## config.mk

```make
export PLATFORM = sky130hd
export DESIGN_NAME = wtlp_regs
export DESIGN_NICKNAME = d
export VERILOG_FILES = /design/src/design/wavetable_loop_player_macros.svh /design/src/design/wtlp_pkg.sv /design/src/design/wtlp_regs.sv
export SDC_FILE = /design/constraint.sdc
export NUM_CORES = 1
export LEC_CHECK = 0
export ABC_CLOCK_PERIOD_IN_PS = 1500
export BUFFER_PORTS_ARGS = -buffer_cell sky130_fd_sc_hd__buf_2
export CORE_MARGIN = 4
export CORE_UTILIZATION = 40
export DETAILED_ROUTE_END_ITERATION = 16
export GPL_ROUTABILITY_DRIVEN = 0
export PLACE_DENSITY = 0.7
export SYNTH_ARGS = -nofsm -noshare
export SYNTH_HDL_FRONTEND = slang
export SYNTH_SLANG_ARGS = --single-unit
```

## constraint.sdc

```tcl
create_clock -name clk -period 1.5 [get_ports clk]
set_input_delay 0.3 -clock clk [delete_from_list [all_inputs] [get_ports clk]]
set_output_delay 0.3 -clock clk [all_outputs]
set_load 0.01 [all_outputs]
```

## src/design/wavetable_loop_player_macros.svh

```systemverilog
// ----------------------------------------------------------------------------
// Wavetable loop player assertion macros
// Shared concurrent check forms, clocked on clk and quiet during reset.
// ----------------------------------------------------------------------------
`ifndef WAVETABLE_LOOP_PLAYER_MACROS_SVH
`define WAVETABLE_LOOP_PLAYER_MACROS_SVH

// Same-cycle implication.
`define WTLP_ASSERT_IMP(lbl, ante, cons, msg) \
	lbl: assert property (@(posedge clk) disable iff (!arst_n) (ante) |-> (cons)) \
		else $error(msg);

// Next-cycle implication.
`define WTLP_ASSERT_NXT(lbl, ante, cons, msg) \
	lbl: assert property (@(posedge clk) disable iff (!arst_n) (ante) |=> (cons)) \
		else $error(msg);

`endif

```

## src/design/wtlp_pkg.sv

```systemverilog
`timescale 1ns / 1ps
// ----------------------------------------------------------------------------
// Wavetable loop player package
// Widths, codes, register map, control word and microcode program.
// ----------------------------------------------------------------------------
package wtlp_pkg;

	localparam int ADDR_BITS  = 16;
	localparam int FRAC_BITS  = 16;
	localparam int IDX_BITS   = 17;
	localparam int PH_BITS    = IDX_BITS + FRAC_BITS;
	localparam int WIDE_BITS  = PH_BITS + 4;
	localparam int SMP_BITS   = 16;
	localparam int INC_BITS   = 20;
	localparam int LEN_BITS   = 17;
	localparam int LS_BITS    = 16;
	localparam int GAIN_BITS  = 16;
	localparam int ENV_BITS   = 16;
	localparam int DIFF_BITS  = SMP_BITS + 1;
	localparam int MUL_B_BITS = DIFF_BITS;
	localparam int MUL_A_BITS = (SMP_BITS + GAIN_BITS + 1 > FRAC_BITS + 1) ?
		(SMP_BITS + GAIN_BITS + 1) : (FRAC_BITS + 1);
	localparam int MUL_P_BITS = MUL_A_BITS + MUL_B_BITS;
	localparam int IQ_BITS    = SMP_BITS + FRAC_BITS + 2;
	localparam int OUT_SHIFT  = 30;
	localparam int VAL_BITS   = MUL_P_BITS - OUT_SHIFT;
	localparam int PADDR_BITS = 5;
	localparam int REG_IDX_BITS = PADDR_BITS - 2;
	localparam int STEP_BITS  = 4;

	localparam logic [PH_BITS-1:0] PH_ONE = PH_BITS'(1) << FRAC_BITS;
	localparam logic [IQ_BITS-1:0] IQ_HALF = IQ_BITS'(1) << (FRAC_BITS - 1);
	localparam logic [MUL_P_BITS-1:0] OUT_ROUND = MUL_P_BITS'(1) << (OUT_SHIFT - 1);
	localparam logic signed [SMP_BITS-1:0] SMP_MAX = 16'sh7FFF;
	localparam logic signed [SMP_BITS-1:0] SMP_MIN = 16'sh8000;

	// Item modes
	localparam logic [1:0] MODE_LOAD     = 2'd0;
	localparam logic [1:0] MODE_NOTE_ON  = 2'd1;
	localparam logic [1:0] MODE_NOTE_OFF = 2'd2;
	localparam logic [1:0] MODE_TICK     = 2'd3;

	// Loop modes
	localparam logic [1:0] LOOP_NONE     = 2'd0;
	localparam logic [1:0] LOOP_FORWARD  = 2'd1;
	localparam logic [1:0] LOOP_SUSTAIN  = 2'd2;
	localparam logic [1:0] LOOP_PINGPONG = 2'd3;

	// Register map
	localparam logic [REG_IDX_BITS-1:0] REG_PHASE_INC  = 3'd0;
	localparam logic [REG_IDX_BITS-1:0] REG_SAMPLE_LEN = 3'd1;
	localparam logic [REG_IDX_BITS-1:0] REG_LOOP_START = 3'd2;
	localparam logic [REG_IDX_BITS-1:0] REG_LOOP_END   = 3'd3;
	localparam logic [REG_IDX_BITS-1:0] REG_LOOP_MODE  = 3'd4;
	localparam logic [REG_IDX_BITS-1:0] REG_VOICE_GAIN = 3'd5;

	// Program addresses
	localparam logic [STEP_BITS-1:0] ST_LOAD     = 4'd0;
	localparam logic [STEP_BITS-1:0] ST_NOTE_ON  = 4'd1;
	localparam logic [STEP_BITS-1:0] ST_NOTE_OFF = 4'd2;
	localparam logic [STEP_BITS-1:0] ST_TICK0    = 4'd3;
	localparam logic [STEP_BITS-1:0] ST_TICK1    = 4'd4;
	localparam logic [STEP_BITS-1:0] ST_TICK2    = 4'd5;
	localparam logic [STEP_BITS-1:0] ST_TICK3    = 4'd6;
	localparam logic [STEP_BITS-1:0] ST_TICK4    = 4'd7;
	localparam logic [STEP_BITS-1:0] ST_TICK5    = 4'd8;
	localparam logic [STEP_BITS-1:0] ST_TICK6    = 4'd9;
	localparam logic [STEP_BITS-1:0] ST_TICK7    = 4'd10;
	localparam logic [STEP_BITS-1:0] ST_SKIP     = 4'd11;

	typedef enum logic [1:0] {
		MUL_NONE        = 2'd0,
		MUL_FRAC_DIFF   = 2'd1,
		MUL_INTERP_GAIN = 2'd2,
		MUL_PROD_ENV    = 2'd3
	} mul_op_t;

	typedef enum logic {
		COND_NEVER = 1'b0,
		COND_SKIP  = 1'b1
	} cond_t;

	typedef struct packed {
		logic [INC_BITS-1:0]  phase_increment;
		logic [LEN_BITS-1:0]  sample_length;
		logic [LS_BITS-1:0]   loop_start;
		logic [LEN_BITS-1:0]  loop_end;
		logic [1:0]           loop_mode;
		logic [GAIN_BITS-1:0] voice_gain;
	} cfg_t;

	typedef struct packed {
		logic                 mem_we;
		logic                 rd_lo;
		logic                 ph_sum;
		logic                 ph_lim;
		logic                 ph_cmp;
		logic                 ph_commit;
		logic                 cap_s1;
		logic                 cap_s0d;
		mul_op_t              mul;
		logic                 interp;
		logic                 emit;
		logic                 emit_zero;
		logic                 note_on;
		logic                 note_off;
		cond_t                cond;
		logic [STEP_BITS-1:0] target;
		logic                 done;
	} ctl_t;

	localparam ctl_t CTL_IDLE = '0;

	function automatic logic [STEP_BITS-1:0] entry_step(input logic [1:0] mode);
		logic [STEP_BITS-1:0] s;
		case (mode)
			MODE_LOAD:     s = ST_LOAD;
			MODE_NOTE_ON:  s = ST_NOTE_ON;
			MODE_NOTE_OFF: s = ST_NOTE_OFF;
			default:       s = ST_TICK0;
		endcase
		return s;
	endfunction

	// Microcode: one control word per step.
	function automatic ctl_t ucode(input logic [STEP_BITS-1:0] step);
		ctl_t c;
		c = CTL_IDLE;
		case (step)
			ST_LOAD: begin
				c.mem_we = 1'b1;
				c.done   = 1'b1;
			end
			ST_NOTE_ON: begin
				c.note_on = 1'b1;
				c.done    = 1'b1;
			end
			ST_NOTE_OFF: begin
				c.note_off = 1'b1;
				c.done     = 1'b1;
			end
			ST_TICK0: begin
				c.ph_sum = 1'b1;
				c.cond   = COND_SKIP;
				c.target = ST_SKIP;
			end
			ST_TICK1: begin
				c.rd_lo  = 1'b1;
				c.cap_s1 = 1'b1;
				c.ph_lim = 1'b1;
			end
			ST_TICK2: begin
				c.cap_s0d = 1'b1;
				c.ph_cmp  = 1'b1;
			end
			ST_TICK3: begin
				c.mul       = MUL_FRAC_DIFF;
				c.ph_commit = 1'b1;
			end
			ST_TICK4: c.interp = 1'b1;
			ST_TICK5: c.mul = MUL_INTERP_GAIN;
			ST_TICK6: c.mul = MUL_PROD_ENV;
			ST_TICK7: begin
				c.emit = 1'b1;
				c.done = 1'b1;
			end
			ST_SKIP: begin
				c.emit_zero = 1'b1;
				c.done      = 1'b1;
			end
			default: c.done = 1'b1;
		endcase
		return c;
	endfunction

endpackage

```

## src/design/wtlp_regs.sv

```systemverilog
`timescale 1ns / 1ps
// ----------------------------------------------------------------------------
// Wavetable loop player configuration registers
// Register file behind a zero-wait-state APB-style port.
// ----------------------------------------------------------------------------
module wtlp_regs (
	input  logic                            clk,
	input  logic                            arst_n,
	input  logic                            psel,
	input  logic                            penable,
	input  logic                            pwrite,
	input  logic [wtlp_pkg::PADDR_BITS-1:0] paddr,
	input  logic [31:0]                     pwdata,
	output logic [31:0]                     prdata,
	output logic                            pready,
	output wtlp_pkg::cfg_t                  cfg
);
	import wtlp_pkg::*;

	cfg_t                    cfg_q;
	logic                    wr_en;
	logic [REG_IDX_BITS-1:0] reg_idx;

	assign pready  = 1'b1;
	assign wr_en   = psel && penable && pwrite;
	assign reg_idx = paddr[PADDR_BITS-1:2];
	assign cfg     = cfg_q;

	always_ff @(posedge clk or negedge arst_n) begin
		if (!arst_n) begin
			cfg_q.phase_increment <= INC_BITS'(65536);
			cfg_q.sample_length   <= LEN_BITS'(65536);
			cfg_q.loop_start      <= '0;
			cfg_q.loop_end        <= '0;
			cfg_q.loop_mode       <= LOOP_NONE;
			cfg_q.voice_gain      <= GAIN_BITS'(32768);
		end else if (wr_en) begin
			case (reg_idx)
				REG_PHASE_INC:  cfg_q.phase_increment <= pwdata[INC_BITS-1:0];
				REG_SAMPLE_LEN: cfg_q.sample_length   <= pwdata[LEN_BITS-1:0];
				REG_LOOP_START: cfg_q.loop_start      <= pwdata[LS_BITS-1:0];
				REG_LOOP_END:   cfg_q.loop_end        <= pwdata[LEN_BITS-1:0];
				REG_LOOP_MODE:  cfg_q.loop_mode       <= pwdata[1:0];
				REG_VOICE_GAIN: cfg_q.voice_gain      <= pwdata[GAIN_BITS-1:0];
				default: ;
			endcase
		end
	end

	always_comb begin
		case (reg_idx)
			REG_PHASE_INC:  prdata = 32'(cfg_q.phase_increment);
			REG_SAMPLE_LEN: prdata = 32'(cfg_q.sample_length);
			REG_LOOP_START: prdata = 32'(cfg_q.loop_start);
			REG_LOOP_END:   prdata = 32'(cfg_q.loop_end);
			REG_LOOP_MODE:  prdata = 32'(cfg_q.loop_mode);
			REG_VOICE_GAIN: prdata = 32'(cfg_q.voice_gain);
			default:        prdata = '0;
		endcase
	end

endmodule

```

After elaboration in Yosys (flattened, before gate mapping)
Index checks and enable logic that the tools add are counted.
Widths: inputs -> output; s select.
{"block": "totals", "ff_bits": 88, "output_inout_bits": 121, "elab_cells": 21}
{"block": "classes", "n_eq_ne": 5, "muxes": 1, "n_reduce_logical": 9}
{"op": "$pmux 20 s6", "n": 1}
{"op": "$reduce_and 2->1", "n": 6}
{"op": "$eq 3x2->1 const B", "n": 2}
{"op": "$eq 3x3->1 const B", "n": 2}
{"op": "$eq 3x1->1 const B", "n": 1}
{"op": "$logic_not 3->1", "n": 1}
{"op": "$logic_and 1x1->1", "n": 2}

Depth between registers and ports, before layout
Gate-level depths: netlist of the first run.
{"block": "depth", "word_depth": 3, "depth_mapped": 6, "mapped_depth_nobuf": 3}

Worst setup path before layout of the first run
OpenSTA, ideal clock, no wires.
{"block": "synth_timing", "kind": "input -> output", "startpoint": "input paddr[2] (netlist name)", "endpoint": "output prdata[10]", "arrival_time_ns": 1.379, "required_time_ns": 1.200, "path_slack_ns": -0.179, "cell_stages": 5, "n_path_buf": 2, "cell_sequence": "buf_2 -> buf_2 -> nor2_1 -> a22oi_1 -> o21ai_0"}
{"block": "synth_between", "elab_chain_cells": 2, "word_cells_on_any_way": 7, "cone_classes": "eq/ne: 5; mux: 1; reduce/logical: 1"}
{"element": "start, declared", "line_no": "wtlp_regs.sv:12", "text": "input logic [wtlp_pkg::PADDR_BITS-1:0] paddr,"}
{"element": "$eq 3x3->1, or another cell as far along", "line_no": "wtlp_regs.sv:51", "text": "case (reg_idx)"}
{"element": "$pmux 20 s6 *", "line_no": "wtlp_regs.sv:51"}
{"element": "end, declared", "line_no": "wtlp_regs.sv:14", "text": "output logic [31:0] prdata,"}
Mark *: on every way between the ends. The rest lies on a longest branch, timed or not.

Final worst setup path of the first run
{"block": "layout_timing", "startpoint": "register cfg_q (netlist bit cfg[55])", "endpoint": "output prdata[4]"}
{"block": "layout_between", "elab_chain_cells": 1}
{"element": "start, declared", "line_no": "wtlp_regs.sv:20", "text": "cfg_t cfg_q;"}
{"element": "$pmux 20 s6", "line_no": "wtlp_regs.sv:51"}
Every way passes these cells.

==> results of run 1 <==
-- power breakdown --
group	switching [W]	internal [W]	leakage, nW	total, W
sequential	0.000336	0.00285	1.12	0.00318
combinational	0.00104	0.00137	1.96	0.00240
clock	0.000810	0.000859	0.103	0.00167
total	0.00218	0.00507	3.19	0.00726
-- logic make-up after synthesis --
| group | Yosys count |
|---|---|
| multiplexers | 115 |
| AO/OA/AOI/OAI | 47 |
| AND/OR/NAND/NOR | 30 |
| other | 2 |
| buffers and inverters | 34 |
| flip-flops | 88 |
-- metal layers --
metal,routed length (µm),part of all wire (%),up-vias
met4,134,1.1,0
li1,-,-,1543
met5,0,0,-
met1,5080,43,1681
met2,5940,50,99
met3,623,5.3,10
-- cells in the mapped netlist (4+ instances only) --
| library cell | instances |
|---|---|
| dfrtp_1 | 85 |
| mux2_2 | 79 |
| mux2_4 | 20 |
| buf_4 | 17 |
| mux2i_1 | 16 |
| a21oi_1 | 11 |
| o21ai_0 | 9 |
| a22oi_1 | 8 |
| buf_2 | 8 |
| a211o_1 | 6 |
| nor3b_1 | 5 |
| o22ai_1 | 5 |
| and2_1 | 4 |
| clkbuf_1 | 4 |
| nor2_1 | 4 |
| o21a_1 | 4 |
-- metrics by stage --
step	std cells	area [µm²]
after floorplan	327	4390
after detailed placement	601	5360
after global routing	665	6090
after CTS	653	5960
after global placement	601	5360
final	665	6090
-- critical path: stages, from the launching register on --
cell	delay, ns
dfrtp_1	0.40
mux2_2	0.27
a221oi_2	0.21
nor2_1	0.06
buf_2	0.14
-- final cells by class --
type / count / area [µm²] / area share (%)
clock buffer: 13 / 159 / 2.61
clock inverter: 3 / 40.0 / 0.657
multi-input combinational: 205 / 2040 / 33.5
sequential: 88 / 2210 / 36.2
tap: 136 / 170 / 2.79
timing repair buffer: 220 / 1480 / 24.3
-- what timing repair did --
action / 4_1_cts / 5_1_grt
resized for setup: 27 / 10
cloned: 1 / 0
hold buffers: 1 / 0
setup buffers: 34 / 12
pin swaps: 18 / 3
hold endpoints to repair: 5 / 0
endpoints found under the setup margin: 20 / 20
-- worst paths after layout --
path	endpoint	slack (ns)	depth (start not counted)
max	prdata[4]	-0.23	4
min	cfg[87]	0.17	2
max reg2reg	cfg[36]	0.38	4
min reg2reg	cfg[62]	0.53	1
max in group asynchronous	cfg[67]	0.57	3
min in group asynchronous	cfg[2]	0.54	3
==> results.cfg, run 1 <==
[status]
status = finished with violations
violations = negative setup slack

[worst_setup_path]
start_kind = flop
crit_fanout = 2
worstSetupPathType = reg2out
cp_data_required_time_ns = 1.20
cp-end-kind = output port
timing.rr.start = cfg[36]
startpoint = cfg[55]
arrival_ns = 1.43

[logic_synthesis]
syn-cell-area_um2 = 4300
yosys_warnings = 0
yosys.area_share.adder_pct = 0
ys_ff_latch = 88
async_flop_share_pct = 100
synthMuxAreaShare_pct = 31.4
synth_top_flop_cell = dfrtp_1
netlist_top_cells_area = dfrtp_1 49%, mux2_2 21%, mux2_4 7.0%
synth_largest_area_cell = dfrtp_1
synthSimpleGateAreaFrac_pct = 4.94
synth_compound_area_share_pct = 7.18
synth_cell_types = 35
synthCells = 316
ys_seq_area_share_pct = 51.3
synth_edf_count = 0
avgSynthCellArea_um2 = 13.6
synth_top_family_by_area = multiplexers
synth_xor_area_share_pct = 0
synth_top_area_share_pct = 49.4

[timing]
period_share_pct = 115
fin_skew_ns = 0
hold_viol_final = 0
period_minus_slack_ns = 1.73
setup_viol = 18
setup-tns-final_ns = -1.95
slew_violations = 0
hold_ws_ns = 0.170
rsz0062_at_grt = yes
fin_ws_ns = -0.225
fmax_mhz = 580

[die]
rows = 37
die_area_um2 = 12500
die_w_um = 112
start_util_pct = 41.3
core-area_um2 = 10400
num_io_pins = 163
dieHeight_um = 112

[layout]
final_cell_mix = 131 x buf_2, 85 x dfrtp_1, 71 x mux2_2, 71 x buf_4, 28 x mux2_4
nNetsFinal = 566
synthToLayoutAreaGrowth_pct = 41.6
fillerInstances = 878
largest_register_ffs = 88
drive_above_1_share_pct = 67.7
antennaDiodeCount = 0
fin_util_pct = 58.5
mostFrequentLayoutCell = buf_2

[global_route]
top_usage_layer = met2
grt_usage_pct = 18.9
grt_start_max_net_pins = 89
grt_use_met3_pct = 4.18
grt_pass1_wl_um = 18800
globalRouteMet1Util_pct = 23.7
grt_pass1_vias = 3534
antenna_found_initial = 0
grt-ovfl-total = 0
grtUsageMet2_pct = 33.0

[power_and_ir_drop]
vdd_drop_max_mv = 0.598
leakage_nw = 3.19
p_total_w = 0.00726
p_per_area_nw_per_um2 = 1190

[cts]
clkSlewWorstSetupHoldPaths_ns = 0.09
cts_root_buf = clkbuf_8
clockBufferDepth = 2
cts_made_buffers = 9
cts_tree = yes
ctsHtreeMaxLevel = 3
cts_sinks = 88
worstSkewPairLatency_ns = 0.35

[place]
port_buffers = 135
dpl.hpwl_um = 8130
dp_slack_ns = -0.182

[worst_hold_path]
hp-start = pwdata[19]
hold_class = in2reg

[detailed_routing]
vias = 3333
wl_per_cell_um = 17.7
drc = 0
dr.pass1.iters = 4
routed_wl_um = 11800
drt-vias-per-instance = 5.01
drt_iter0_drc = 112
drtAntennaViolNets = 0

[job]
max-cap-violations = 0
No activity file was read; power rests on OpenSTA's default activity.
==> run 2, diff against run 1 <==
--- a/config.mk
+++ b/config.mk
@@ -7,7 +7,7 @@
 export LEC_CHECK = 0
 export ABC_CLOCK_PERIOD_IN_PS = 1500
 export BUFFER_PORTS_ARGS = -buffer_cell sky130_fd_sc_hd__buf_2
-export CORE_MARGIN = 4
+export CORE_MARGIN = 2
 export CORE_UTILIZATION = 40
 export DETAILED_ROUTE_END_ITERATION = 16
 export GPL_ROUTABILITY_DRIVEN = 0
==> results.cfg, run 2 (synthesized netlist as in run 1, its figures left out) <==
[status]
status = finished with violations
violations = negative setup slack

[detailed_routing]
routed_wl_um = 12300
drtAntennaViolNets = 0
vias = 3408
drt-vias-per-instance = 5.08
drt_iter0_drc = 106
wl_per_cell_um = 18.3
dr.pass1.iters = 4
drc = 0

[global_route]
antenna_found_initial = 0
grt_usage_pct = 20.3
grt_start_max_net_pins = 89
grt-ovfl-total = 0
grt_pass1_wl_um = 17800
grt_pass1_vias = 3316

[cts]
clockBufferDepth = 2
ctsHtreeMaxLevel = 3
cts_tree = yes
cts_root_buf = clkbuf_8
worstSkewPairLatency_ns = 0.36
cts_made_buffers = 9
clkSlewWorstSetupHoldPaths_ns = 0.09
cts_sinks = 88

[die]
rows = 37
die_area_um2 = 11600
dieHeight_um = 108
start_util_pct = 41.5
die_w_um = 108
num_io_pins = 163
core-area_um2 = 10400

[layout]
multiInputGateArea_um2 = 2060
drive_above_1_share_pct = 68.8
synthToLayoutAreaGrowth_pct = 46.6
layout.area.seq_um2 = 2210
final_cell_mix = 132 x buf_2, 85 x dfrtp_1, 71 x buf_4
nNetsFinal = 572
fin_cells = 671
mostFrequentLayoutCell = buf_2
fin_area_um2 = 6310
largest_register_ffs = 88
antennaDiodeCount = 0
fillerInstances = 830

[worst_setup_path]
crit_fanout = 2
worstSetupPathType = reg2out
arrival_ns = 1.47
start_kind = flop
cp_data_required_time_ns = 1.20
cp-end-kind = output port

[worst_hold_path]
hold_class = in2reg

[timing]
hold_ws_ns = 0.158
hold_viol_final = 0
period_share_pct = 118
slew_violations = 0
fmax_mhz = 564
rsz0062_at_grt = yes
setup_viol = 17
fin_ws_ns = -0.272
period_minus_slack_ns = 1.77
fin_skew_ns = 0

[place]
place_inst = 604
port_buffers = 135
dpl.hpwl_um = 7970
placed_area_um2 = 5400

[power_and_ir_drop]
leakage_nw = 3.29
vdd_drop_max_mv = 0.611
p_per_area_nw_per_um2 = 1230

[job]
max-cap-violations = 0
-- run 2: cell types whose count changed in the layout (fill, tap and decap cells not counted), moves of 2 or more --
cell       previous run  this run
a21oi_2               6         4
buf_12                8        12
bufinv_16             1         4
clkbuf_1              2         0
clkbuf_16             0         2
clkbuf_8             11         9
nor3b_1               5         1
nor3b_2               0         4
-- run 2: where the power goes --
part / switching, W / internal, W / total, W
clock: 0.000893 / 0.00128 / 0.00217
sequential: 0.000336 / 0.00285 / 0.00318
combinational: 0.00105 / 0.00137 / 0.00243
-- run 2: what timing repair did --
action / CTS / global route
endpoints found under the hold margin: 85 / 0
pin swaps: 10 / 12
gates resized for setup: 26 / 20
gates cloned: 1 / 2
hold buffers: 1 / 0
buffers inserted: 26 / 22
endpoints found under the setup margin: 20 / 20
-- run 2: final cells by class --
class | instances | area share (%)
clock inverters | 7 | 2.26
clock buffers | 9 | 1.96
repair buffers | 226 | 25.4
well taps | 136 | 2.70
multi-input cells | 205 | 32.7
flip-flops and latches | 88 | 35.0
-- run 2: metrics by stage --
step / setup TNS [ns] / total power (W) / setup WS, ns / utilization, %
after floorplan: -0.101 / 0.00429 / -0.0132 / -
after global placement: -14.53 / 0.00511 / -0.176 / 52.0
after detailed placement: -16.68 / 0.00518 / -0.207 / 52.0
after CTS: -2.93 / 0.00763 / -0.270 / 57.8
after global routing: -4.12 / 0.00816 / -0.347 / 60.8
final: -2.98 / 0.00778 / -0.272 / 60.8
-- run 2: path summary, 6_finish.rpt --
kind	to	cells after the start	start	slack [ns]
worst max-delay path	prdata[4]	4	cfg[55]	-0.27
worst min register to register	cfg[87]	1	cfg[87]	0.53
worst max register to register	cfg[29]	3	cfg[29]	0.48
max in group asynchronous	cfg[15]	3	arst_n	0.62
min in group asynchronous	cfg[53]	3	arst_n	0.49
worst min-delay path	cfg[85]	2	pwdata[17]	0.16
-- run 2: layer usage --
metal / share of wire (%) / global-route usage, %
met1: 42 / 25.4
met2: 52 / 35.3
met3: 4.1 / 2.91
met4: 1.6 / 7.97
met5: 0 / 0
-- run 2: critical path, stage by stage, from the launching register on --
cell      delay (ns)
dfrtp_1         0.39
mux2_4          0.27
a221oi_2        0.22
nor2_1          0.08
buf_2           0.14
