--- config.mk ---
export PLATFORM = sky130hd
export DESIGN_NAME = wtlp_sequencer
export DESIGN_NICKNAME = d
export VERILOG_FILES = /design/src/design/wtlp_pkg.sv /design/src/design/wtlp_sequencer.sv
export VERILOG_INCLUDE_DIRS = /design/src /design/src/design
export SDC_FILE = /design/constraint.sdc
export NUM_CORES = 1
export LEC_CHECK = 0
export BUFFER_PORTS_ARGS = -buffer_cell sky130_fd_sc_hd__buf_4
export CORE_MARGIN = 4
export CORE_UTILIZATION = 44
export CTS_CLUSTER_DIAMETER = 100
export DETAILED_ROUTE_END_ITERATION = 7
export GPL_TIMING_DRIVEN = 0
export PLACE_DENSITY_LB_ADDON = 0.05
export SYNTH_ARGS = -nofsm -noshare
export SYNTH_HDL_FRONTEND = slang
export SYNTH_SLANG_ARGS = --single-unit
--- constraint.sdc ---
create_clock -name clk -period 2.2 [get_ports clk]
set_input_delay 0.11 -clock clk [delete_from_list [all_inputs] [get_ports clk]]
set_output_delay 0.11 -clock clk [all_outputs]
set_load 0.01 [all_outputs]
--- src/design/wavetable_loop_player_macros.svh ---
// ----------------------------------------------------------------------------
// Wavetable loop player assertion macros
// Shared concurrent check forms, clocked on clk and quiet during reset.
// ----------------------------------------------------------------------------
`ifndef WAVETABLE_LOOP_PLAYER_MACROS_SVH
`define WAVETABLE_LOOP_PLAYER_MACROS_SVH

// Same-cycle implication.
`define WTLP_ASSERT_IMP(lbl, ante, cons, msg) \
	lbl: assert property (@(posedge clk) disable iff (!arst_n) (ante) |-> (cons)) \
		else $error(msg);

// Next-cycle implication.
`define WTLP_ASSERT_NXT(lbl, ante, cons, msg) \
	lbl: assert property (@(posedge clk) disable iff (!arst_n) (ante) |=> (cons)) \
		else $error(msg);

`endif

--- src/design/wtlp_pkg.sv ---
`timescale 1ns / 1ps
// ----------------------------------------------------------------------------
// Wavetable loop player package
// Widths, codes, register map, control word and microcode program.
// ----------------------------------------------------------------------------
package wtlp_pkg;

	localparam int ADDR_BITS  = 16;
	localparam int FRAC_BITS  = 16;
	localparam int IDX_BITS   = 17;
	localparam int PH_BITS    = IDX_BITS + FRAC_BITS;
	localparam int WIDE_BITS  = PH_BITS + 4;
	localparam int SMP_BITS   = 16;
	localparam int INC_BITS   = 20;
	localparam int LEN_BITS   = 17;
	localparam int LS_BITS    = 16;
	localparam int GAIN_BITS  = 16;
	localparam int ENV_BITS   = 16;
	localparam int DIFF_BITS  = SMP_BITS + 1;
	localparam int MUL_B_BITS = DIFF_BITS;
	localparam int MUL_A_BITS = (SMP_BITS + GAIN_BITS + 1 > FRAC_BITS + 1) ?
		(SMP_BITS + GAIN_BITS + 1) : (FRAC_BITS + 1);
	localparam int MUL_P_BITS = MUL_A_BITS + MUL_B_BITS;
	localparam int IQ_BITS    = SMP_BITS + FRAC_BITS + 2;
	localparam int OUT_SHIFT  = 30;
	localparam int VAL_BITS   = MUL_P_BITS - OUT_SHIFT;
	localparam int PADDR_BITS = 5;
	localparam int REG_IDX_BITS = PADDR_BITS - 2;
	localparam int STEP_BITS  = 4;

	localparam logic [PH_BITS-1:0] PH_ONE = PH_BITS'(1) << FRAC_BITS;
	localparam logic [IQ_BITS-1:0] IQ_HALF = IQ_BITS'(1) << (FRAC_BITS - 1);
	localparam logic [MUL_P_BITS-1:0] OUT_ROUND = MUL_P_BITS'(1) << (OUT_SHIFT - 1);
	localparam logic signed [SMP_BITS-1:0] SMP_MAX = 16'sh7FFF;
	localparam logic signed [SMP_BITS-1:0] SMP_MIN = 16'sh8000;

	// Item modes
	localparam logic [1:0] MODE_LOAD     = 2'd0;
	localparam logic [1:0] MODE_NOTE_ON  = 2'd1;
	localparam logic [1:0] MODE_NOTE_OFF = 2'd2;
	localparam logic [1:0] MODE_TICK     = 2'd3;

	// Loop modes
	localparam logic [1:0] LOOP_NONE     = 2'd0;
	localparam logic [1:0] LOOP_FORWARD  = 2'd1;
	localparam logic [1:0] LOOP_SUSTAIN  = 2'd2;
	localparam logic [1:0] LOOP_PINGPONG = 2'd3;

	// Register map
	localparam logic [REG_IDX_BITS-1:0] REG_PHASE_INC  = 3'd0;
	localparam logic [REG_IDX_BITS-1:0] REG_SAMPLE_LEN = 3'd1;
	localparam logic [REG_IDX_BITS-1:0] REG_LOOP_START = 3'd2;
	localparam logic [REG_IDX_BITS-1:0] REG_LOOP_END   = 3'd3;
	localparam logic [REG_IDX_BITS-1:0] REG_LOOP_MODE  = 3'd4;
	localparam logic [REG_IDX_BITS-1:0] REG_VOICE_GAIN = 3'd5;

	// Program addresses
	localparam logic [STEP_BITS-1:0] ST_LOAD     = 4'd0;
	localparam logic [STEP_BITS-1:0] ST_NOTE_ON  = 4'd1;
	localparam logic [STEP_BITS-1:0] ST_NOTE_OFF = 4'd2;
	localparam logic [STEP_BITS-1:0] ST_TICK0    = 4'd3;
	localparam logic [STEP_BITS-1:0] ST_TICK1    = 4'd4;
	localparam logic [STEP_BITS-1:0] ST_TICK2    = 4'd5;
	localparam logic [STEP_BITS-1:0] ST_TICK3    = 4'd6;
	localparam logic [STEP_BITS-1:0] ST_TICK4    = 4'd7;
	localparam logic [STEP_BITS-1:0] ST_TICK5    = 4'd8;
	localparam logic [STEP_BITS-1:0] ST_TICK6    = 4'd9;
	localparam logic [STEP_BITS-1:0] ST_TICK7    = 4'd10;
	localparam logic [STEP_BITS-1:0] ST_SKIP     = 4'd11;

	typedef enum logic [1:0] {
		MUL_NONE        = 2'd0,
		MUL_FRAC_DIFF   = 2'd1,
		MUL_INTERP_GAIN = 2'd2,
		MUL_PROD_ENV    = 2'd3
	} mul_op_t;

	typedef enum logic {
		COND_NEVER = 1'b0,
		COND_SKIP  = 1'b1
	} cond_t;

	typedef struct packed {
		logic [INC_BITS-1:0]  phase_increment;
		logic [LEN_BITS-1:0]  sample_length;
		logic [LS_BITS-1:0]   loop_start;
		logic [LEN_BITS-1:0]  loop_end;
		logic [1:0]           loop_mode;
		logic [GAIN_BITS-1:0] voice_gain;
	} cfg_t;

	typedef struct packed {
		logic                 mem_we;
		logic                 rd_lo;
		logic                 ph_sum;
		logic                 ph_lim;
		logic                 ph_cmp;
		logic                 ph_commit;
		logic                 cap_s1;
		logic                 cap_s0d;
		mul_op_t              mul;
		logic                 interp;
		logic                 emit;
		logic                 emit_zero;
		logic                 note_on;
		logic                 note_off;
		cond_t                cond;
		logic [STEP_BITS-1:0] target;
		logic                 done;
	} ctl_t;

	localparam ctl_t CTL_IDLE = '0;

	function automatic logic [STEP_BITS-1:0] entry_step(input logic [1:0] mode);
		logic [STEP_BITS-1:0] s;
		case (mode)
			MODE_LOAD:     s = ST_LOAD;
			MODE_NOTE_ON:  s = ST_NOTE_ON;
			MODE_NOTE_OFF: s = ST_NOTE_OFF;
			default:       s = ST_TICK0;
		endcase
		return s;
	endfunction

	// Microcode: one control word per step.
	function automatic ctl_t ucode(input logic [STEP_BITS-1:0] step);
		ctl_t c;
		c = CTL_IDLE;
		case (step)
			ST_LOAD: begin
				c.mem_we = 1'b1;
				c.done   = 1'b1;
			end
			ST_NOTE_ON: begin
				c.note_on = 1'b1;
				c.done    = 1'b1;
			end
			ST_NOTE_OFF: begin
				c.note_off = 1'b1;
				c.done     = 1'b1;
			end
			ST_TICK0: begin
				c.ph_sum = 1'b1;
				c.cond   = COND_SKIP;
				c.target = ST_SKIP;
			end
			ST_TICK1: begin
				c.rd_lo  = 1'b1;
				c.cap_s1 = 1'b1;
				c.ph_lim = 1'b1;
			end
			ST_TICK2: begin
				c.cap_s0d = 1'b1;
				c.ph_cmp  = 1'b1;
			end
			ST_TICK3: begin
				c.mul       = MUL_FRAC_DIFF;
				c.ph_commit = 1'b1;
			end
			ST_TICK4: c.interp = 1'b1;
			ST_TICK5: c.mul = MUL_INTERP_GAIN;
			ST_TICK6: c.mul = MUL_PROD_ENV;
			ST_TICK7: begin
				c.emit = 1'b1;
				c.done = 1'b1;
			end
			ST_SKIP: begin
				c.emit_zero = 1'b1;
				c.done      = 1'b1;
			end
			default: c.done = 1'b1;
		endcase
		return c;
	endfunction

endpackage

--- src/design/wtlp_sequencer.sv ---
`timescale 1ns / 1ps
`include "wavetable_loop_player_macros.svh"
// ----------------------------------------------------------------------------
// Wavetable loop player sequencer
// Step counter over the microcode program, dispatch by item mode.
// ----------------------------------------------------------------------------
module wtlp_sequencer (
	input  logic           clk,
	input  logic           arst_n,
	input  logic           start,
	input  logic [1:0]     mode,
	input  logic           tick_skip,
	output logic           busy,
	output wtlp_pkg::ctl_t ctl
);
	import wtlp_pkg::*;

	logic                 busy_q;
	logic [STEP_BITS-1:0] step_q;

	assign busy = busy_q;
	assign ctl  = busy_q ? ucode(step_q) : CTL_IDLE;

	always_ff @(posedge clk or negedge arst_n) begin
		if (!arst_n) begin
			busy_q <= 1'b0;
			step_q <= ST_LOAD;
		end else if (!busy_q) begin
			if (start) begin
				busy_q <= 1'b1;
				step_q <= entry_step(mode);
			end
		end else if (ctl.done) begin
			busy_q <= 1'b0;
		end else if (ctl.cond == COND_SKIP && tick_skip) begin
			step_q <= ctl.target;
		end else begin
			step_q <= step_q + STEP_BITS'(1);
		end
	end

	`WTLP_ASSERT_NXT(a_done_frees, busy_q && ctl.done, !busy_q, "sequencer stays busy after done")
	`WTLP_ASSERT_NXT(a_start_entry, start && !busy_q, busy_q && (step_q == ST_LOAD || step_q == ST_NOTE_ON || step_q == ST_NOTE_OFF || step_q == ST_TICK0), "bad entry step")

endmodule

After elaboration in Yosys (flattened, before gate mapping)
Cells that the tools add are included.
{"block": "word_totals", "reg_bits": 5, "latchBits": 0, "ramBits": 0, "mem_bits_ro": 0, "in_bits": 6, "out_inout_bits": 22, "elab_cells": 45, "memories": 0}
{"block": "op_classes", "add_sub_neg": 1, "multipliers": 0, "n_div": 0, "order_cmp": 0, "eq_ne": 14, "n_shift": 0, "mux": 22, "bitwise_logic": 0, "reduce_logical": 6}
{"op": "two-way mux 21 bit", "n": 1}
{"op": "equality test 4 x 3 -> 1 bit (second input constant)", "n": 4}
{"op": "equality test 4 bit (second input constant)", "n": 4}
{"op": "two-way mux 4 bit", "n": 4}
{"op": "two-way mux 1 bit", "n": 14}
{"op": "case mux 2 bit (3 select lines)", "n": 2}
{"op": "equality test 4 x 2 -> 1 bit (second input constant)", "n": 2}
{"op": "OR reduction 7 bit", "n": 1}
{"op": "two-way mux 5 bit", "n": 1}
{"op": "adder 4 x 1 -> 4 bit (second input constant)", "n": 1}
{"op": "equality test 4 x 1 -> 1 bit (second input constant)", "n": 1}
{"op": "zero test 4 bit", "n": 1}
{"op": "equality test 2 x 1 -> 1 bit (second input constant)", "n": 1}
{"op": "equality test 2 bit (second input constant)", "n": 1}
{"op": "zero test 2 bit", "n": 1}
{"op": "!= test 2 bit (second input constant)", "n": 1}
{"op": "AND reduction 2 bit", "n": 1}
{"op": "nonzero test 2 bit", "n": 1}
{"op": "logical AND 1 bit", "n": 1}

Depth between registers and ports, before layout
Gate-level depths: netlist of the first run.
{"block": "depth", "word_depth": 8, "depth_mapped": 6, "depth_no_buf": 6}

Least setup slack after synthesis of the first run
Ideal clock, no wire load.
{"block": "synth_path", "path_type": "register to register", "from": "register step_q[0]", "to": "register step_q[0]", "setup_ns": 0.127, "t_arrival_ns": 1.417, "required_ns": 2.073, "setup_slack_ns": 0.655, "path_stages_with_launch": 7, "n_path_buf": 0, "synth_period_minus_slack_ns": 1.545, "path_cell_list": "dfrtp_1 inv_1 ha_1 o21bai_4 a221oi_4 and4b_2 nor3_2"}
{"block": "synth_between", "elab_chain_cells": 7, "elab_cells_between_ends": 18}
{"element": "start, declared", "line": "wtlp_sequencer.sv:19", "rtl": "logic [STEP_BITS-1:0] step_q;"}
{"element": "start signal, assigned", "line": "wtlp_sequencer.sv:31", "rtl": "step_q <= entry_step(mode);"}
{"element": "start signal, assigned", "line": "wtlp_sequencer.sv:36", "rtl": "step_q <= ctl.target;"}
{"element": "start signal, assigned", "line": "wtlp_sequencer.sv:38", "rtl": "step_q <= step_q + STEP_BITS'(1);"}
{"element": "branches (longest 7 deep; another with two-way mux 21 bit)"}
Several ways; the timed one is not identified. The select of a mux whose other input is x is not followed.
A chain may end at the register's enable or synchronous reset.

==> results of run 1 <==
==> cells in the final DEF, fill, tap and decap left out, drive strengths merged, types with 2 or more instances in the layout <==
master	n
a211oi	2
a31oi	2
and2	2
and2b	2
and3	4
buf	36
clkbuf	5
dfrtp	5
ha	4
inv	4
nand2	9
nand2b	2
nor2	5
nor3	5
o21ai	3
==> state kept, by name, summed over array words and instances, names as in the netlist <==
name / count
step_q: 4
busy: 1
==> worst max-delay path by stage <==
stage,startpoint,cells after the start,end
after CTS,step_q[0],5,ctl[0]
after detailed placement,step_q[0],6,step_q[0]
after global placement,step_q[0],6,step_q[0]
final,step_q[0],5,ctl[0]
after global routing,step_q[0],5,ctl[0]
after floorplan,step_q[0],6,step_q[0]
==> metal layers <==
| layer | share of wire | up-vias | global-route usage | wire length (microns) |
|---|---|---|---|---|
| met5 | 0 | - | 0 | 0 |
| met4 | 0 | 0 | 0.03614 | 0 |
| met3 | 0.098 | 0 | 0.05285 | 132 |
| met2 | 0.46 | 21 | 0.2550 | 627 |
| met1 | 0.44 | 268 | 0.1779 | 591 |
| li1 | - | 298 | - | - |
==> timing repair <==
action | in CTS | in global routing
endpoints found under the setup margin | 0 | 0
setup buffers | 0 | 0
endpoints found under the hold margin | 5 | 0
hold buffers | 1 | 0
==> critical path: cells and delay by family, from the launching register on <==
family | cells | cell delay [ns]
buf+inv | 1 | 0.14
fa+ha+maj | 1 | 0.31
flops | 1 | 0.44
compound gates | 1 | 0.10
simple gates | 2 | 0.51
==> cell type report <==
class | count | share of cell area
multi-input combinational | 51 | 0.4337
clock buffer | 4 | 0.03130
buffer | 11 | 0.1028
tap | 14 | 0.02086
timing repair buffer | 27 | 0.2444
sequential | 5 | 0.1490
inverter | 4 | 0.01788
==> report_power, final <==
| group | leakage, nW | internal (mW) | total [mW] | switching (mW) |
|---|---|---|---|---|
| logic | 0.359 | 0.415 | 0.847 | 0.432 |
| clock network | 0.0150 | 0.0685 | 0.105 | 0.0368 |
| registers | 0.0620 | 0.136 | 0.203 | 0.0671 |
| total | 0.436 | 0.619 | 1.16 | 0.536 |
==> metrics by stage <==
step           setup WS, ns  area, sq um  std cells  utilization  hold WS (ns)
6_report             0.3466        839.6        116       0.7078        0.1813
5_1_grt              0.2007        839.6        116       0.7078        0.1967
4_1_cts              0.3364        839.6        116       0.7078        0.1796
3_5_place_dp         0.5065        803.3        111       0.6772      -0.08777
3_3_place_gp         0.5229        803.3        111       0.6772      -0.08985
2_1_floorplan        0.6554        590.6         71            -       -0.1856
==> kinds of logic after synthesis <==
logic type	count (synthesis)	share of synthesized area
simple gates	35	0.3432
buf+inv	15	0.1716
compound gates	11	0.1822
other cells	1	0.006350
fa+ha+maj	4	0.08475
flops	5	0.2119
==> results.md, run 1 <==
* Clock Latency Late Sink at 0.24 ns
* CP Launch Type: register
* Hold Path Origin: mode[0]
* Routability congestion estimate from global placement at 0.8028
* IO buf count at 26
* Root buf cell: clkbuf_4
* Reg2Reg Launch Point: step_q[0]
* # diodes at 0
* Total CTS buffers at 3
* Most used DFF post-synth: dfrtp_1
* Starting DRT DRC Count at 2
* Die height at ~45 microns
* Synth top area share at 0.2119
* HPWL after DPL at about 1100 microns
* Setup TNS at 0 ns
* Fin nets at 113
* Syn Nets at 81
* Final period util at 0.8425
* DRT Pass-1 Iters at 3
* Drt drc at 0
* CTS tree: yes
* Max Fclk at between 0.5 and 0.6 GHz
* Critical Path Fanout Max at 7
* Yosys warnings at 0
* Post_cts resized at 0
* Die width at around 45 microns
* Power density over the cells at around 1400 nW/um^2
* Synth-to-layout area growth at 42.16%
* Final Power at 1.155 mW
* Synthesized area at between 500 and 600 sq um
* FF+latch area at ~130 sq um
* CP Capture Type: output pin
* Largest area contributor in the netlist: dfrtp_1
* Critical path data required time at 2.09 ns
* H-Tree Depth at 1
* Unrepaired setup endpoints after global routing: false
* DIE AREA at 1992 sq um
* Hold path endpoint: step_q[0]
* Worst hold path type: input pin to register
* Final Hold Vio Count at 0
* Hold path depth at 3
* Routed wire length per instance at about 12 microns
* Reg-to-Reg End: step_q[0]
* Via-per-instance ratio at slightly above 5
* GRT Util Overall at 0.1502
* Initial Util at 0.4979
* Antenna violations before repair at 0
* #FFs+latches synth at 5
* Clock Path Buffers at 2
* Layout cells sized above 1 at 0.4804
* Max incr delay on CP at 0.44 ns
* Worst EP arrival at between 1.5 and 2 ns
* Sequential element share of the synthesized area at 0.2119
* Register-to-Register Path Depth at 6
* # clock sinks at 5
* Slowest-stage cell, CP: dfrtp_1
* VDD IR max at 847.2 uV
* Largest net degree at the start of global routing at 11
* Post-layout min period at approximately 1.9 ns
* Post-synth EDFFs at 0
* Final Setup Violations at 0
* Max Slew Vio Count at 0
* Number of global-route vias before repair at 547
* Grt ovf at 0
* CP cell instances: ha_1, nor3_1, a221oi_4, nor2b_2, buf_4
* Io pins at 28
* Status: complete, no violations
* Global-route wire length before repair at around 2300 microns
* FILL cells at between 100 and 150
* Post-synth ARST share at 1.000
* Distinct cell type count of the synthesized netlist at 32
* Commonest cells in the netlist: nand2_1, buf_4, dfrtp_1, nor2_1
* DRT Wirelength at 1351 microns
* Routed Antenna Nets at 0
* Post-synthesis cell count at just over 70
* Crit path kind: register to output pin
* Syn_area_per_cell at roughly 8.3 sq um
* Most frequent cell after synthesis: nand2_1
* Core area at around 1200 sq um
* Multi-input logic area at 364.1 sq um
* Fin Clk Skew at 0.003938 ns
* Flop2flop setup slack at approximately 0.5 ns
* Synth top area cells: dfrtp_1, buf_4, ha_1, nand2_1, a221oi_4
* FP Rows at 12
* Vias at approximately 590
* Clk pin slew, worst setup/hold paths at about 0.040 ns
* Max-cap violation count at 0
* Pleak at roughly 0.44 nW
(Power assumes the default switching activity.)
==> run 2: changes to the inputs <==
- CORE_ASPECT_RATIO: unset -> 0.9
- CORE_UTILIZATION: 44 -> 40
- clock period: 2.2 -> 1.5 ns (I/O delays scaled with it)
==> run 2 against run 1 <==
The flow now finishes with violations (setup timing). Global-route usage is 3.4 points higher. Clock-buffer cell count did not move. Die area increased by 8.2%. Hold slack worse by 0.057 ns. Largest cell class unchanged. Largest power group unchanged.
==> results.md, run 2 (same netlist as run 1, synthesis figures left out) <==
* Die height at 44.45 microns (was 44.64 microns)
* Fin nets at 128 (was 113)
* # clock sinks at 5 (unchanged)
* Most flop-heavy register: step_q (unchanged)
* Crit path kind: register to register (was register to output pin)
* Hold Path Origin: start (was mode[0])
* DRT Pass-1 Iters at 4 (was 3)
* Clock Path Buffers at 2 (unchanged)
* Final Hold Vio Count at 0 (unchanged)
* GRT Util Overall at 0.1839 (was 0.1502)
* Root buf cell: clkbuf_4 (unchanged)
* Pleak at 0.5513 nW (was 0.4359 nW)
* DIE AREA at 2156 sq um (was 1992 sq um)
* Critical path data required time at 1.63 ns (was 2.09 ns)
* Starting DRT DRC Count at 10 (was 2)
* Most common cell after layout, fill and taps aside: buf_4 (unchanged)
* Initial Util at 0.4521 (was 0.4979)
* CP Capture Type: register (was output pin)
* CTS tree: yes (unchanged)
* H-Tree Depth at 1 (unchanged)
* Failing checks: setup timing
* Total CTS buffers at 3 (unchanged)
* IO buf count at 26 (unchanged)
* CP cell instances: buf_6, ha_4, nor2_4, a221oi_4, buf_6, and4b_2, nor3_2 (was ha_1, nor3_1, a221oi_4, nor2b_2, buf_4)
* Unrepaired setup endpoints after global routing: true (was false)
* Routability congestion estimate from global placement at 0.7366 (was 0.8028)
* Flop2flop setup slack at -0.15 ns (was 0.50 ns)
* FILL cells at 68 (was 114)
* FP Rows at 12 (unchanged)
* Hold path endpoint: busy (was step_q[0])
* Global-route wire length before repair at 2994 microns (was 2256 microns)
* Vias at 686 (was 587)
* Number of global-route vias before repair at 631 (was 547)
* HPWL after DPL at 1176 microns (was 1068 microns)
* Pre-CTS setup slack at -0.2030 ns (was 0.5065 ns)
* Final Setup Violations at 17 (was 0)
* VDD IR max at 1558 uV (was 847.2 uV)
* Fin Clk Skew at 0.003374 ns (was 0.003938 ns)
* Reg2Reg Launch Point: step_q[0] (unchanged)
* Worst hold path type: input pin to register (unchanged)
* Max-cap violation count at 0 (unchanged)
* Post-layout min period at between 1.5 and 2 ns
* Via-per-instance ratio at 5.237 (was 5.060)
* Setup TNS at -1.395 ns (was 0 ns)
* Antenna violations before repair at 0 (unchanged)
* Routed wire length per instance at 17.71 microns (was 11.65 microns)
* Max reg flops at 4 (unchanged)
* Max incr delay on CP at 0.43 ns (was 0.44 ns)
* Hold path depth at 3 (unchanged)
* # diodes at 0 (unchanged)
* DRT Wirelength at 2320 microns (was 1351 microns)
* Io pins at 28 (unchanged)
* Largest net degree at the start of global routing at 11 (unchanged)
* Commonest non-fill, non-tap cells in the layout: buf_4, buf_6, nand2_1 (was buf_4, nand2_1, nor2_1, dfrtp_1)
* Slowest-stage cell, CP: dfrtp_2 (was dfrtp_1)
* Grt ovf at 0 (unchanged)
* Register-to-Register Path Depth at 7 (was 6)
* CP Launch Type: register (unchanged)
* Post-Layout Inst Area at 1157 sq um (was 839.6 sq um)
* Worst EP arrival at 1.78 ns (was 1.74 ns)
* Reg-to-Reg End: step_q[0] (unchanged)
* Drt drc at 0 (unchanged)
* Critical path depth at 7 (was 5)
* Power density over the cells at 2312 nW/um^2 (was 1376 nW/um^2)
* CP bufs+invs at 2 (was 1)
* Max Slew Vio Count at 0 (unchanged)
* Status: complete, but fails checks (was complete, no violations)
* Family with the most delay on the worst path: flip-flops (was simple AND/OR/NAND/NOR gates)
* Routed Antenna Nets at 0 (unchanged)
* Synth-to-layout area growth at 95.97% (was 42.16%)
* Critical Path Fanout Max at 4 (was 7)
* Layout cells sized above 1 at 0.7778 (was 0.4804)
* Fin worst setup slack at -0.1548 ns (was 0.3466 ns)
* Final period util at 1.103
* Clock Latency Late Sink at 0.25 ns (was 0.24 ns)
* Core area at 1306 sq um (was 1186 sq um)
* Area after DPL at 808.3 sq um (was 803.3 sq um)
* CP dominant cell by count: buf_6
* Die width at 48.50 microns (was 44.64 microns)
* Max Fclk at approximately 0.60 GHz
* Clk pin slew, worst setup/hold paths at 0.05 ns (was 0.04 ns)
## run 2: changes by cell type in the layout (fill, tap and decap cells not counted), moves of 3 or more
cell	delta
nand2_1	-4
ha_1	-4
dfrtp_2	+3
inv_1	-4
buf_6	+14
dfrtp_1	-3
ha_4	+4
## run 2: layer usage
metal  track usage  wire length, microns
met5             0                     0
met4        0.1290                    68
met3       0.04714                   111
met2        0.3359                  1246
met1        0.1844                   893
## run 2: worst max-delay path by stage
stage,from,slack [ns],endpoint
after floorplan,step_q[0],-0.003,step_q[0]
after global placement,step_q[0],-0.18,step_q[0]
after detailed placement,step_q[0],-0.20,step_q[0]
after CTS,step_q[1],-0.12,ctl[0]
after global routing,step_q[1],-0.22,ctl[0]
final,step_q[0],-0.15,step_q[0]
## run 2: final cells by class
type	count	area (sq um)	share of cell area
inverters	4	20.02	0.01730
clock buffers	4	26.28	0.02270
flip-flops and latches	5	128.9	0.1114
repair buffers	42	367.9	0.3178
well taps	14	17.52	0.01514
multi-input cells	51	491.7	0.4249
plain buffers	11	105.1	0.09081
## run 2: worst min-delay path, stage by stage
cell	delay [ns]
buf_4	0.09
nand2b_1	0.10
nand2_1	0.07
## run 2: metrics by stage
| step | util | power, mW | hold slack [ns] | std cells |
|---|---|---|---|---|
| after floorplan | - | 1.177 | -0.2206 | 71 |
| after global placement | 0.6188 | 1.549 | -0.1218 | 111 |
| after detailed placement | 0.6188 | 1.571 | -0.1183 | 111 |
| after CTS | 0.8123 | 2.299 | 0.1374 | 125 |
| after global routing | 0.8860 | 2.821 | 0.1469 | 131 |
| final | 0.8860 | 2.676 | 0.1240 | 131 |
## run 2: power by group
part | switching (mW) | internal, mW
clock | 0.0655 | 0.101
combinational | 1.02 | 1.16
sequential | 0.128 | 0.207
## run 2: timing repair
| item | CTS | global route |
|---|---|---|
| buffers inserted | 9 | 6 |
| gates resized for setup | 35 | 15 |
| hold endpoints to repair | 5 | 0 |
| hold buffers | 1 | 0 |
| pin swaps | 5 | 9 |
| endpoints found under the setup margin | 17 | 18 |
| cloned | 0 | 0 |
==> run 3: changes to the inputs <==
- ABC_AREA: unset -> 1
- CORE_ASPECT_RATIO: 0.9 -> unset
- CORE_UTILIZATION: 40 -> 39
==> run 3 against run 2 <==
The flow still finishes with violations (setup timing). Sequential power is 7.8% lower. Maximum frequency is 9.8% higher. Hold slack better by 0.050 ns. Area after synthesis is 5.5% lower. Clock-buffer cell count stayed put. Clock skew is 0.0022 ns higher. Synthesized cell count is 30% higher. Sequential cell count stayed put. Global-route usage is 4.2 points lower. First-iteration DRC count stayed put. Via count is 3.2% lower. Combinational power is 42% lower. Critical endpoint is now ctl[0]. Largest power group unchanged.
==> results.md, run 3 <==
* Status: complete, but fails checks (unchanged)
* Failing checks: setup timing (unchanged)
* #FFs+latches synth at 5 (unchanged)
* Largest net degree at the start of global routing at 11 (unchanged)
* Fin cells at 144 (was 131)
* Worst hold path type: input pin to asynchronous set/reset pin (was input pin to register)
* Met3 WL at 190 microns (was 111 microns)
* Post-layout min period at 1.507 ns (was 1.655 ns)
* Post-synth ARST share at 1.000 (unchanged)
* Area after DPL at 772.0 sq um (was 808.3 sq um)
* Routed wire length per instance at 9.875 microns (was 17.71 microns)
* Routed Antenna Nets at 0 (unchanged)
* DRT Wirelength at 1422 microns (was 2320 microns)
* Die height at 45.83 microns (was 44.45 microns)
* Post-synth EDFFs at 0 (unchanged)
* Fin worst setup slack at -0.006741 ns (was -0.1548 ns)
* Synth top area cells: dfrtp_1, nand2_1, buf_4, nor2_1, inv_1 (was dfrtp_1, buf_4, ha_1, nand2_1, a221oi_4)
* Pleak at 0.5185 nW (was 0.5513 nW)
* Total CTS buffers at 3 (unchanged)
* Most used DFF post-synth: dfrtp_1 (unchanged)
* Final Setup Violations at 1 (was 17)
* Number of global-route vias before repair at 560 (was 631)
* Yosys warnings at 0 (unchanged)
* Dpl cells at 133 (was 111)
* Fin Clk Skew at 0.005541 ns (was 0.003374 ns)
* Die width at 45.83 microns (was 48.50 microns)
* Vias at 664 (was 686)
* Clock Latency Late Sink at 0.24 ns (was 0.25 ns)
* HPWL after DPL at 1082 microns (was 1176 microns)
* Max reg flops at 4 (unchanged)
* Syn Nets at 102 (was 81)
* Most flop-heavy register: step_q (unchanged)
* Final Hold Vio Count at 0 (unchanged)
* Layout cells sized above 1 at 0.5349 (was 0.7778)
* Io pins at 28 (unchanged)
* Max Used Layer: met3 (was met4)
* Distinct cell type count of the synthesized netlist at 15 (was 32)
* Post-Layout Inst Area at 918.4 sq um (was 1157 sq um)
* CTS tree: yes (unchanged)
* Post-synthesis cell count at 92 (was 71)
* Most common cell after layout, fill and taps aside: buf_4 (unchanged)
* Most frequent cell after synthesis: nand2_1 (unchanged)
* # clock sinks at 5 (unchanged)
* Max-cap violation count at 0 (unchanged)
* Antenna violations before repair at 0 (unchanged)
* Beginning of the critical path: step_q[0] (unchanged)
* Starting DRT DRC Count at 10 (unchanged)
* Root buf cell: clkbuf_4 (unchanged)
* Initial Util at 0.4236 (was 0.4521)
* Commonest non-fill, non-tap cells in the layout: buf_4, nand2_1, nor2_1 (was buf_4, buf_6, nand2_1)
* Via-per-instance ratio at 4.611 (was 5.237)
* FILL cells at 129 (was 68)
* Commonest cells in the netlist: nand2_1, nor2_1, inv_1, nand3_1, buf_4 (was nand2_1, buf_4, dfrtp_1, nor2_1)
* Drt drc at 0 (unchanged)
* Synth-to-layout area growth at 64.57% (was 95.97%)
* Unrepaired setup endpoints after global routing: true (unchanged)
* Syn_area_per_cell at 6.066 sq um (was 8.318 sq um)
* Max Fclk at 0.6637 GHz (was 0.6043 GHz)
* Power density over the cells at 1873 nW/um^2 (was 2312 nW/um^2)
* Grt ovf at 0 (unchanged)
* Final Power at 1.720 mW (was 2.676 mW)
* DRT Pass-1 Iters at 4 (unchanged)
* Clock Path Buffers at 2 (unchanged)
* Met1 wire length at 599 microns (was 893 microns)
* Sequential element share of the synthesized area at 0.2242 (was 0.2119)
* Core area at 1318 sq um (was 1306 sq um)
* GRT Util Overall at 0.1421 (was 0.1839)
* Fin nets at 140 (was 128)
* Setup TNS at -0.006741 ns (was -1.395 ns)
* CP Capture Type: output pin (was register)
* Global-route wire length before repair at 2208 microns (was 2994 microns)
* Max Slew Vio Count at 0 (unchanged)
* CP Launch Type: register (unchanged)
* VDD IR max at 1058 uV (was 1558 uV)
* # diodes at 0 (unchanged)
* Largest area contributor in the netlist: dfrtp_1 (unchanged)
* FP Rows at 13 (was 12)
* Met2 Routed Length at 632 microns (was 1246 microns)
* Routability congestion estimate from global placement at 0.7871 (was 0.7366)
* IO buf count at 26 (unchanged)
* H-Tree Depth at 1 (unchanged)
* Synthesized area at 558.0 sq um (was 590.6 sq um)
* Critical path data required time at 1.42 ns (was 1.63 ns)
* DIE AREA at 2100 sq um (was 2156 sq um)
* Synth top area share at 0.2242 (was 0.2119)
* Reg2Reg Launch Point: step_q[0] (unchanged)
* Final period util at 1.004 (was 1.103)
* Worst EP arrival at 1.43 ns (was 1.78 ns)
* Clk pin slew, worst setup/hold paths at 0.04 ns (was 0.05 ns)
* Worst Hold Margin at 0.1742 ns (was 0.1240 ns)
* Crit path kind: register to output pin (was register to register)
* Critical Path Fanout Max at 5 (was 4)
[run 3: through the flow]
step	worst slack [ns]	utilization
after floorplan	0.1857	-
after global placement	0.02975	0.5859
after detailed placement	0.02814	0.5859
after CTS	-0.007209	0.6562
after global routing	-0.09065	0.6971
final	-0.006741	0.6971
[run 3: cell families after synthesis]
family / synth area share
DFF: 0.2242
and+or+nand+nor: 0.4059
AOI/OAI and AO/OA: 0.05157
buffers and inverters: 0.2220
adders and majority gates: 0.08969
other: 0.006720
[run 3: final timing paths]
check	depth (start not counted)	slack [ns]	to
min	2	0.17	busy
min reg2reg	2	0.56	step_q[2]
max reg2reg	10	0.05	step_q[0]
max in group asynchronous	2	1.21	step_q[1]
min in group clk	5	0.22	step_q[0]
max	8	-0.007	ctl[0]
[run 3: timing repair]
item / 4_1_cts / 5_1_grt
setup buffers: 4 / 2
endpoints found under the hold margin: 5 / 0
cloned: 0 / 0
resized for setup: 10 / 14
pin swaps: 2 / 4
endpoints found under the setup margin: 10 / 16
hold buffers: 1 / 0
[run 3: layout make-up]
type                       instances  area [sq um]  area share
multi-input combinational         63         366.6      0.3992
buffer                             9         67.56     0.07357
tap                               15         18.77     0.02044
inverter                          15         58.81     0.06403
timing repair buffer              33         250.2      0.2725
sequential                         5         130.1      0.1417
clock buffer                       4         26.28     0.02861
[run 3: where the power goes]
| group | internal [mW] | total, mW | switching [mW] | leakage, nW |
|---|---|---|---|---|
| Sequential | 0.203 | 0.309 | 0.105 | 0.0573 |
| Combinational | 0.598 | 1.26 | 0.661 | 0.446 |
| Clock | 0.100 | 0.152 | 0.0519 | 0.0150 |
[run 3: per-layer routing]
layer  vias to the layer above  global-route usage
met5                         -                   0
met4                         0             0.03409
met3                         0             0.05534
met2                        32              0.2423
met1                       287              0.1655
li1                        345                   -
[run 3: critical path: stages, from the launching register on]
cell,delay (ns)
dfrtp_2,0.45
inv_2,0.10
ha_2,0.19
nand3_2,0.09
nand2_1,0.08
nor2_2,0.04
nand2_2,0.07
inv_2,0.03
buf_4,0.13
